===== config.mk =====
export PLATFORM = sky130hd
export DESIGN_NAME = dirty_tile_map_marker
export DESIGN_NICKNAME = d
export VERILOG_FILES = /design/src/hw/rtl/tmm_pkg.sv /design/src/hw/rtl/tmm_ram.sv /design/src/hw/rtl/tmm_map.sv /design/src/hw/rtl/tmm_rect.sv /design/src/hw/rtl/dirty_tile_map_marker.sv
export SDC_FILE = /design/constraint.sdc
export NUM_CORES = 1
export LEC_CHECK = 0
export ABC_AREA = 1
export CAP_MARGIN = 0
export CORE_AREA = 2 2 264 266
export CTS_BUF_LIST = sky130_fd_sc_hd__clkbuf_2
export DETAILED_ROUTE_END_ITERATION = 10
export DIE_AREA = 0 0 266 268
export DONT_BUFFER_PORTS = 1
export GPL_TIMING_DRIVEN = 0
export PLACE_DENSITY = 0.64
export SLEW_MARGIN = 20
export SYNTH_ARGS = -nofsm -noshare
export SYNTH_HDL_FRONTEND = slang
export SYNTH_HIERARCHICAL = 1
export SYNTH_SLANG_ARGS = --single-unit

===== constraint.sdc =====
create_clock -name aclk -period 5.3 [get_ports aclk]
set_input_delay 1.06 -clock aclk [delete_from_list [all_inputs] [get_ports aclk]]
set_output_delay 1.06 -clock aclk [all_outputs]
set_load 0.1 [all_outputs]

===== src/hw/rtl/tmm_pkg.sv =====
package tmm_pkg;

    // Map geometry
    localparam int TILES_WIDE  = 32;
    localparam int TILES_HIGH  = 16;
    localparam int BLOCK_SHIFT = 4;

    // Field widths fixed by the item format
    localparam int COORD_W    = 16;
    localparam int TILE_COL_W = 5;
    localparam int TILE_ROW_W = 4;

    // Index widths into the map
    localparam int COL_W = (TILES_WIDE > 1) ? $clog2(TILES_WIDE) : 1;
    localparam int ROW_W = (TILES_HIGH > 1) ? $clog2(TILES_HIGH) : 1;

    // Map limits as signed tile coordinates
    localparam logic signed [COORD_W-1:0] TILES_WIDE_S = COORD_W'(TILES_WIDE);
    localparam logic signed [COORD_W-1:0] TILES_HIGH_S = COORD_W'(TILES_HIGH);

    // Item kinds
    localparam logic KIND_MARK = 1'b0;
    localparam logic KIND_READ = 1'b1;

    typedef struct packed {
        logic                      kind;
        logic signed [COORD_W-1:0] left_x;
        logic signed [COORD_W-1:0] top_y;
        logic signed [COORD_W-1:0] right_x;
        logic signed [COORD_W-1:0] bottom_y;
        logic [TILE_COL_W-1:0]     tile_col;
        logic [TILE_ROW_W-1:0]     tile_row;
    } item_t;

    typedef struct packed {
        logic accepted;
        logic tile_marked;
    } result_t;

    // Clipped rectangle in tile units
    typedef struct packed {
        logic                  hit;
        logic                  empty;
        logic [ROW_W-1:0]      row_first;
        logic [ROW_W-1:0]      row_last;
        logic [TILES_WIDE-1:0] mask;
    } rect_t;

    // Access to the tile map memory
    typedef struct packed {
        logic                  rd_en;
        logic [ROW_W-1:0]      rd_addr;
        logic                  wr_en;
        logic [ROW_W-1:0]      wr_addr;
        logic [TILES_WIDE-1:0] wr_data;
    } map_req_t;

endpackage


===== src/hw/rtl/tmm_ram.sv =====
module tmm_ram #(
    parameter int DATA_W = 32,
    parameter int DEPTH  = 16
) (
    input  logic                                        aclk,
    input  logic                                        wr_en,
    input  logic [((DEPTH > 1) ? $clog2(DEPTH) : 1)-1:0] wr_addr,
    input  logic [DATA_W-1:0]                           wr_data,
    input  logic                                        rd_en,
    input  logic [((DEPTH > 1) ? $clog2(DEPTH) : 1)-1:0] rd_addr,
    output logic [DATA_W-1:0]                           rd_data
);

    logic [DATA_W-1:0] mem [DEPTH];
    logic [DATA_W-1:0] rd_data_reg;

    // Write one word, read one word with registered data
    always_ff @(posedge aclk) begin
        if (wr_en) begin
            mem[wr_addr] <= wr_data;
        end
        if (rd_en) begin
            rd_data_reg <= mem[rd_addr];
        end
    end

    assign rd_data = rd_data_reg;

endmodule


===== src/hw/rtl/tmm_map.sv =====
module tmm_map (
    input  logic                              aclk,
    input  logic                              aresetn,
    input  tmm_pkg::map_req_t                 req,
    output logic [tmm_pkg::TILES_WIDE-1:0]    rd_data
);
    import tmm_pkg::*;

    logic [TILES_HIGH-1:0] valid_reg;
    logic [TILES_HIGH-1:0] valid_next;
    logic                  rd_valid_reg;
    logic [TILES_WIDE-1:0] ram_data;

    tmm_ram #(
        .DATA_W (TILES_WIDE),
        .DEPTH  (TILES_HIGH)
    ) u_ram (
        .aclk    (aclk),
        .wr_en   (req.wr_en),
        .wr_addr (req.wr_addr),
        .wr_data (req.wr_data),
        .rd_en   (req.rd_en),
        .rd_addr (req.rd_addr),
        .rd_data (ram_data)
    );

    // Mark a row valid once it has been written
    always_comb begin
        valid_next = valid_reg;
        if (req.wr_en) begin
            valid_next[req.wr_addr] = 1'b1;
        end
    end

    // Clear all rows at reset; capture row validity alongside the read
    always_ff @(posedge aclk) begin
        if (!aresetn) begin
            valid_reg    <= '0;
            rd_valid_reg <= 1'b0;
        end else begin
            valid_reg <= valid_next;
            if (req.rd_en) begin
                rd_valid_reg <= valid_reg[req.rd_addr];
            end
        end
    end

    // A row never written reads as cleared
    assign rd_data = rd_valid_reg ? ram_data : '0;

endmodule


===== src/hw/rtl/tmm_rect.sv =====
module tmm_rect (
    input  tmm_pkg::item_t item,
    output tmm_pkg::rect_t rect
);
    import tmm_pkg::*;

    logic signed [COORD_W-1:0] xt1;
    logic signed [COORD_W-1:0] yt1;
    logic signed [COORD_W-1:0] xt2;
    logic signed [COORD_W-1:0] yt2;
    logic [COL_W-1:0]          x1;
    logic [COL_W-1:0]          x2;
    logic [ROW_W-1:0]          y1;
    logic [ROW_W-1:0]          y2;

    // Shift pixel corners down to tile units, rounding toward minus infinity
    assign xt1 = item.left_x   >>> BLOCK_SHIFT;
    assign yt1 = item.top_y    >>> BLOCK_SHIFT;
    assign xt2 = item.right_x  >>> BLOCK_SHIFT;
    assign yt2 = item.bottom_y >>> BLOCK_SHIFT;

    // Clip the corners to the map
    assign x1 = xt1[COORD_W-1] ? '0 : xt1[COL_W-1:0];
    assign y1 = yt1[COORD_W-1] ? '0 : yt1[ROW_W-1:0];
    assign x2 = (xt2 >= TILES_WIDE_S) ? COL_W'(TILES_WIDE - 1) : xt2[COL_W-1:0];
    assign y2 = (yt2 >= TILES_HIGH_S) ? ROW_W'(TILES_HIGH - 1) : yt2[ROW_W-1:0];

    // Reject a rectangle wholly off the map, build the column mask
    always_comb begin
        rect.hit = !((xt1 >= TILES_WIDE_S) || (yt1 >= TILES_HIGH_S)
                     || xt2[COORD_W-1] || yt2[COORD_W-1]);
        rect.empty     = (x1 > x2) || (y1 > y2);
        rect.row_first = y1;
        rect.row_last  = y2;
        for (int i = 0; i < TILES_WIDE; i++) begin
            rect.mask[i] = (COL_W'(i) >= x1) && (COL_W'(i) <= x2);
        end
    end

endmodule


===== src/hw/rtl/dirty_tile_map_marker.sv =====
// A mark walks its rows in ST_MARK and drains the last write in ST_MARK_LAST; a read
// passes ST_RD and ST_RD_CLR; a rejected or empty mark or an off-map read skips them.
// Each item then waits in ST_DONE until the output register is free. One item at a
// time; the row memory has separate read and write ports, one row word per cycle.
// Reset (aresetn, synchronous, active low) clears the tile map at once and drops any
// pending result; the block is ready in the first cycle after reset.
module dirty_tile_map_marker (
    input  logic             aclk,
    input  logic             aresetn,
    input  logic             s_valid,
    output logic             s_ready,
    input  tmm_pkg::item_t   s_item,
    output logic             m_valid,
    input  logic             m_ready,
    output tmm_pkg::result_t m_item
);
    import tmm_pkg::*;

    typedef enum logic [2:0] {
        ST_IDLE,
        ST_MARK,
        ST_MARK_LAST,
        ST_RD,
        ST_RD_CLR,
        ST_DONE
    } state_t;

    state_t                state_reg,    state_next;
    logic [ROW_W-1:0]      row_reg,      row_next;
    logic [ROW_W-1:0]      row_last_reg, row_last_next;
    logic [COL_W-1:0]      col_reg,      col_next;
    logic [TILES_WIDE-1:0] mask_reg,     mask_next;
    logic                  wr_pend_reg,  wr_pend_next;
    logic [ROW_W-1:0]      wr_row_reg,   wr_row_next;
    result_t               res_reg,      res_next;
    logic                  m_valid_reg,  m_valid_next;
    result_t               m_item_reg,   m_item_next;

    rect_t                 rect;
    map_req_t              map_req;
    logic [TILES_WIDE-1:0] map_data;
    logic                  s_accept;
    logic                  rd_in_map;

    tmm_rect u_rect (
        .item (s_item),
        .rect (rect)
    );

    tmm_map u_map (
        .aclk    (aclk),
        .aresetn (aresetn),
        .req     (map_req),
        .rd_data (map_data)
    );

    assign s_ready   = (state_reg == ST_IDLE);
    assign s_accept  = s_valid && s_ready;
    assign rd_in_map = (int'(s_item.tile_col) < TILES_WIDE)
                       && (int'(s_item.tile_row) < TILES_HIGH);

    // Sequence one item: decode, walk rows, read-modify-write, deliver
    always_comb begin
        state_next    = state_reg;
        row_next      = row_reg;
        row_last_next = row_last_reg;
        col_next      = col_reg;
        mask_next     = mask_reg;
        wr_pend_next  = wr_pend_reg;
        wr_row_next   = wr_row_reg;
        res_next      = res_reg;
        m_valid_next  = m_valid_reg && !m_ready;
        m_item_next   = m_item_reg;
        map_req       = '0;

        unique case (state_reg)
            ST_IDLE: begin
                if (s_accept) begin
                    res_next   = '0;
                    state_next = ST_DONE;
                    if (s_item.kind == KIND_READ) begin
                        if (rd_in_map) begin
                            row_next   = ROW_W'(s_item.tile_row);
                            col_next   = COL_W'(s_item.tile_col);
                            state_next = ST_RD;
                        end
                    end else if (rect.hit) begin
                        res_next.accepted = 1'b1;
                        if (!rect.empty) begin
                            row_next      = rect.row_first;
                            row_last_next = rect.row_last;
                            mask_next     = rect.mask;
                            state_next    = ST_MARK;
                        end
                    end
                end
            end
            ST_MARK: begin
                // Read this row, write back the row read in the previous cycle
                map_req.rd_en   = 1'b1;
                map_req.rd_addr = row_reg;
                if (wr_pend_reg) begin
                    map_req.wr_en   = 1'b1;
                    map_req.wr_addr = wr_row_reg;
                    map_req.wr_data = map_data | mask_reg;
                end
                wr_pend_next = 1'b1;
                wr_row_next  = row_reg;
                if (row_reg == row_last_reg) begin
                    state_next = ST_MARK_LAST;
                end else begin
                    row_next = row_reg + 1'b1;
                end
            end
            ST_MARK_LAST: begin
                // Drain the last row write before the next item may read
                map_req.wr_en   = 1'b1;
                map_req.wr_addr = wr_row_reg;
                map_req.wr_data = map_data | mask_reg;
                wr_pend_next    = 1'b0;
                state_next      = ST_DONE;
            end
            ST_RD: begin
                map_req.rd_en   = 1'b1;
                map_req.rd_addr = row_reg;
                state_next      = ST_RD_CLR;
            end
            ST_RD_CLR: begin
                // Return the tile bit and clear it
                map_req.wr_en        = 1'b1;
                map_req.wr_addr      = row_reg;
                map_req.wr_data      = map_data & ~(TILES_WIDE'(1) << col_reg);
                res_next.tile_marked = map_data[col_reg];
                state_next           = ST_DONE;
            end
            ST_DONE: begin
                // Hand the result over once the output register is free
                if (!m_valid_reg || m_ready) begin
                    m_valid_next = 1'b1;
                    m_item_next  = res_reg;
                    state_next   = ST_IDLE;
                end
            end
            default: begin
                state_next = ST_IDLE;
            end
        endcase
    end

    // Hold state and the output register
    always_ff @(posedge aclk) begin
        if (!aresetn) begin
            state_reg   <= ST_IDLE;
            wr_pend_reg <= 1'b0;
            m_valid_reg <= 1'b0;
        end else begin
            state_reg    <= state_next;
            row_reg      <= row_next;
            row_last_reg <= row_last_next;
            col_reg      <= col_next;
            mask_reg     <= mask_next;
            wr_pend_reg  <= wr_pend_next;
            wr_row_reg   <= wr_row_next;
            res_reg      <= res_next;
            m_valid_reg  <= m_valid_next;
            m_item_reg   <= m_item_next;
        end
    end

    assign m_valid = m_valid_reg;
    assign m_item  = m_item_reg;

endmodule


After elaboration in Yosys (flattened, before gate mapping)
Memories as Yosys holds them, arrays and structs flattened. A register that Yosys moved wholly into a read port is not among the register bits.
Cells that the tools add are included.
W data, S select, Z words.

storage, ports and cells
  flip-flop bits (word level) = 75
  bits in latches = 0
  RAM bits = 512
  memory bits (read-only) = 0
  output and inout bits = 4
  word-level logic and storage cells = 201
  memories kept = 1

operators by class
  add/sub/neg operators = 1
  $mul = 0
  divide/modulo/power cells = 0
  magnitude comparators = 74
  equality and inequality tests = 12
  shift-type cells = 1
  muxes and demuxes = 35
  bitwise logic cells = 7
  reductions and logical operators = 56

memory list
  name             depth  bits a word  read ports  clocked after Yosys merged registers in  write ports  line           source
  u_map.u_ram.mem  16     32           1           1                                        1            tmm_ram.sv:14  logic [DATA_W-1:0] mem [DEPTH];

operator list
  cell                    number
  $pmux W37 S3            1
  $ge A5 B5 Y1 const A    16
  $le A5 B5 Y1 const A    16
  $ge A4 B5 Y1 const A    8
  $le A4 B5 Y1 const A    8
  $mux W37                1
  $logic_and A1 B1 Y1     35
  $and A32 B32 Y32        1
  $mux W32                1
  $not A32 Y32            1
  $or A32 B32 Y32         1
  $shl A1 B5 Y32 const A  1
  $mux W4                 7
  $ge A12 B6 Y1 const B   2
  $ge A12 B7 Y1 const B   2
  $ge A3 B5 Y1 const A    4
  $le A3 B5 Y1 const A    4
  $mux W3                 6
  $or A16 B16 Y16         1
  $mux W5                 3
  $pmux W3 S5             1
  $reduce_and A3 Y1       4
  $reduce_and A6 Y1       2
  $ge A1 B5 Y1 const A    2
  other kinds (30)        58

Logic depth before layout (Yosys ltp)
  depth in word-level cells = 9
  gate-level depth with buffers = 22

Cells and area by module
Netlist, hierarchy kept.

by module, submodules not included
  module                 times used  cells each  area an instance (um2)  seq. area each (um2)
  tmm_ram                1           2120        23050.9                 16335.7
  dirty_tile_map_marker  1           390         3342.0                  1691.6
  tmm_map                1           178         1024.7                  340.3
  tmm_rect               1           208         1024.7                  0.0

Worst setup path before layout
No wires, ideal clock.

  path type = register to register
  start = register state_reg[0]
  end = memory u_map.u_ram.mem[13][0] (enable)
  library setup time = 0.421 ns
  arrival time = 3.528 ns
  data required time = 4.879 ns
  setup slack = 1.351 ns
  cell stages (with the launch flop) = 12
  buffers on the path = 1
  period minus slack after synthesis = 3.949 ns
  cell sequence = dfxtp_1 > inv_2 > nor2_4 > inv_4 > nor2_8 > nand2_4 > nand2_4 > buf_6 > nand2_1 > o21ai_0 > nand2_1 > nor2_1

RTL lines
  what                    line                          source
  start, declared         dirty_tile_map_marker.sv:28   state_t state_reg, state_next;
  start signal, assigned  dirty_tile_map_marker.sv:157  state_reg <= state_next;
  end, declared           tmm_ram.sv:14

==> metrics.txt <==
DRC violations left=0; register bit count reported by yosys=between 600 and 700; instance count after placement with tap cells included=~3800; global-route wire length before repair=123000 um; post-detailed-route count of antenna-violating nets=0; DPL Wire Length=around 57000 um; H-tree level count=4; number of cells traversed by the worst hold path=2; clock latency at the later pin of the worst-skew pair=between 1 and 1.5 ns; ratio of total power to cell area=around 430 mW/mm^2; Max rail drop VDD=~0.00026 V; Post-synth EDFFs=just under 600; pin count of the biggest net entering global routing=36; worst slew pin tran=between 1 and 1.5 ns; TritonCTS clock tree=done; top cells by area, synth=sky130_fd_sc_hd__edfxtp_1 63%, sky130_fd_sc_hd__nand2_1 11%, sky130_fd_sc_hd__nand3_1 8.0%, sky130_fd_sc_hd__inv_1 6.2%, sky130_fd_sc_hd__dfxtp_1 1.5%; Final Max Tran Viols=0; Overall Global Routing Usage=a little under a quarter; per-cell via count in the routed design=about 5.2; cell chosen for the clock root=sky130_fd_sc_hd__clkbuf_2; largest fanout of any net on the critical path=18; Die Wd=roughly 270 um; max_cap viols=0; max reg flops=between 500 and 600; clock tree buffer depth=3; end of the worst register-to-register path=u_map/u_ram/mem[6][12]; Final min period=3.79 ns; proportion of synthesized flip-flops having asynchronous set or reset=0%; slew margin rel.=roughly 23%; met2 usage in global routing=around 38%; GP Congestion=about 0.9; Main synth FF type=sky130_fd_sc_hd__edfxtp_1; Top Usage Layer GRT=met2; Fill cells=roughly 6300; part of the cycle the worst path needs=a little under three quarters; worst setup margin=1.51 ns; reported leakage power=about 14 nW; fin util=46.9%; CTS buffer count=roughly 150; endpoints failing hold=0; launching element of the worst setup path=state_reg[0]; Die Span Y=268 um; Post-CTS Setup Inserts=0; fraction of the yosys area taken by sequential cells=roughly 65%; hold bufs inserted after CTS=27; upper clock frequency limit=about 260 MHz; mapped cell area=about 0.028 mm^2; setup clock skew after layout=around 0.13 ns; number of I/O pins=just over 80; wire length reported by the detailed router=~84000 um; type of the most critical hold path=in -> reg; initial core utilization=between 40% and 50%; Clk pin slew, worst setup/hold paths=approximately 0.10 ns; unrepaired setup endpoints after global routing=no; critical path endpoint=u_map/u_ram/mem[6][12]; gate count after technology mapping=approximately 2900; detailed-router iteration count before antenna repair=9; count of input and output buffers=0; minimum setup slack after placement=about 0.93 ns; post-layout net count=around 3200; final setup violation count=0; number of instances resized during post-cts repair=0; Yosys top cell area share=63.0%; setup slack of the worst register-to-register path=roughly 1.5 ns; core footprint=between 0.06 and 0.07 mm^2; cell accounting for the most synthesized area=sky130_fd_sc_hd__edfxtp_1; r2r worst-path depth=12; CP startpoint kind=register; average footprint of a synthesized cell=slightly below 10 um^2; count of cell types in the netlist=46; mean routed wirelength per cell=20.5 um; arrival time of data at the critical path endpoint=4.76 ns; count of clock tree sinks=just over 600; Core Rows=96; area enclosed by the die boundary=0.0713 mm^2; number of global-route vias before repair=20300; overall via count from detail_route=approximately 21000; CP Capture Type=register; synthesis warning total=6; synth-to-layout area growth=12.4%; residual overflow from global routing=0; fin cells=4077; Global Route met1 Usage=between 30% and 40%; initial DRC count=about 2400; Post-Syn Nets=around 3000; number of antenna violations at the first check in global routing=1; met3 track demand over resource=approximately 4.8%; ratio of cells with drive above 1 in the final layout=between 10% and 20%; class of the most critical setup path=reg -> reg; run status=finished, final reports clean; Worst EP required=between 6 and 7 ns; launching point of the worst reg2reg path=state_reg[0]
[cell usage after synthesis (12+ instances only)]
cell type	number
sky130_fd_sc_hd__clkbuf_1	24
sky130_fd_sc_hd__nor4_1	12
sky130_fd_sc_hd__nor3_1	17
sky130_fd_sc_hd__inv_1	468
sky130_fd_sc_hd__dfxtp_1	22
sky130_fd_sc_hd__nand4_1	17
sky130_fd_sc_hd__buf_1	14
sky130_fd_sc_hd__buf_6	36
sky130_fd_sc_hd__o21ai_0	45
sky130_fd_sc_hd__a21oi_1	34
sky130_fd_sc_hd__nor2_1	114
sky130_fd_sc_hd__nand2_1	859
sky130_fd_sc_hd__nand3_1	452
sky130_fd_sc_hd__inv_2	45
sky130_fd_sc_hd__buf_2	49
sky130_fd_sc_hd__edfxtp_1	597
[kinds of logic (layout without fill, tap and decap cells)]
logic type	Yosys count	in the layout	share of synthesized area, %
xor gates and xnor gates	6	6	0.185
AOI/OAI and AO/OA	115	115	2.36
DFF	619	619	64.6
and+or+nand+nor	1498	1498	22.6
other	0	1	0
adders and majority gates	8	8	0.352
buffers and inverters	650	948	9.96
[where the power goes]
group	leakage (nW)	switching, mW	internal, mW	total [mW]
clock	1.01	1.86	1.30	3.16
sequential	5.67	0.158	6.14	6.29
combinational	7.09	3.27	1.16	4.44
total	13.8	5.29	8.60	13.9
[worst min-delay path by stage]
stage              endpoint        from
6_report       mask_reg[18]  s_item[31]
5_1_grt         mask_reg[8]  s_item[63]
4_1_cts          row_reg[3]  s_item[56]
3_5_place_dp      m_item[1]  res_reg[1]
2_1_floorplan     m_item[0]  res_reg[0]
3_3_place_gp      m_item[0]  res_reg[0]
[metrics by stage]
step	area [um^2]	hold slack [ns]	TNS (ns)	power [mW]
floorplan	28400	0.400	0	8.95
global placement	29500	0.445	-395.33	10.5
detailed placement	30300	0.444	0	10.7
CTS	31900	0.0180	0	13.9
global route	32000	0.0860	0	14.6
finish	32000	0.203	0	13.9
[routing by layer]
metal | up-vias | share of wire [%]
met4 | 0 | 4.0
met1 | 10100 | 41
li1 | 9940 | -
met5 | - | 0
met2 | 1048 | 46
met3 | 212 | 9.0
[cell type report]
class	instances	area [um^2]	share of cell area [%]
buffer	132	873	2.73
inverter	518	1960	6.13
clock buffer	211	1060	3.30
timing repair buffer	54	845	2.64
multi-input combinational	1627	7490	23.4
tap	882	1100	3.45
clock inverter	33	273	0.853
antenna	1	2.50	0.00783
sequential	619	18400	57.5
[layout by cell type (no fill, tap or decap), types with 17 or more instances in the layout]
cell type,synthesis,layout
sky130_fd_sc_hd__dfxtp_1,22,22
sky130_fd_sc_hd__inv_1,468,468
sky130_fd_sc_hd__edfxtp_1,597,597
sky130_fd_sc_hd__a21oi_1,34,33
sky130_fd_sc_hd__nand2_1,859,859
sky130_fd_sc_hd__inv_2,45,49
sky130_fd_sc_hd__nand4_1,17,17
sky130_fd_sc_hd__clkbuf_2,0,211
sky130_fd_sc_hd__nor2_4,5,21
sky130_fd_sc_hd__buf_6,36,37
sky130_fd_sc_hd__dlygate4sd3_1,0,27
sky130_fd_sc_hd__clkinv_1,1,19
sky130_fd_sc_hd__nand3_1,452,452
sky130_fd_sc_hd__o21ai_0,45,43
sky130_fd_sc_hd__nor2_1,114,98
sky130_fd_sc_hd__clkbuf_1,24,24
sky130_fd_sc_hd__buf_2,49,49
[worst max-delay path, cell delays in order (launching register included)]
cell and delay [ns]:
sky130_fd_sc_hd__dfxtp_1 0.40, sky130_fd_sc_hd__inv_2 0.08, sky130_fd_sc_hd__nor2_4 0.34, sky130_fd_sc_hd__inv_4 0.10, sky130_fd_sc_hd__nor2_8 0.15, sky130_fd_sc_hd__nand2_4 0.06
sky130_fd_sc_hd__nand2_4 0.16, sky130_fd_sc_hd__buf_6 0.19, sky130_fd_sc_hd__nand2_1 0.06, sky130_fd_sc_hd__o21ai_0 0.34, sky130_fd_sc_hd__nand3b_1 0.55, sky130_fd_sc_hd__nor2_4 0.79
sky130_fd_sc_hd__buf_16 0.26
(Power assumes the default switching activity.)
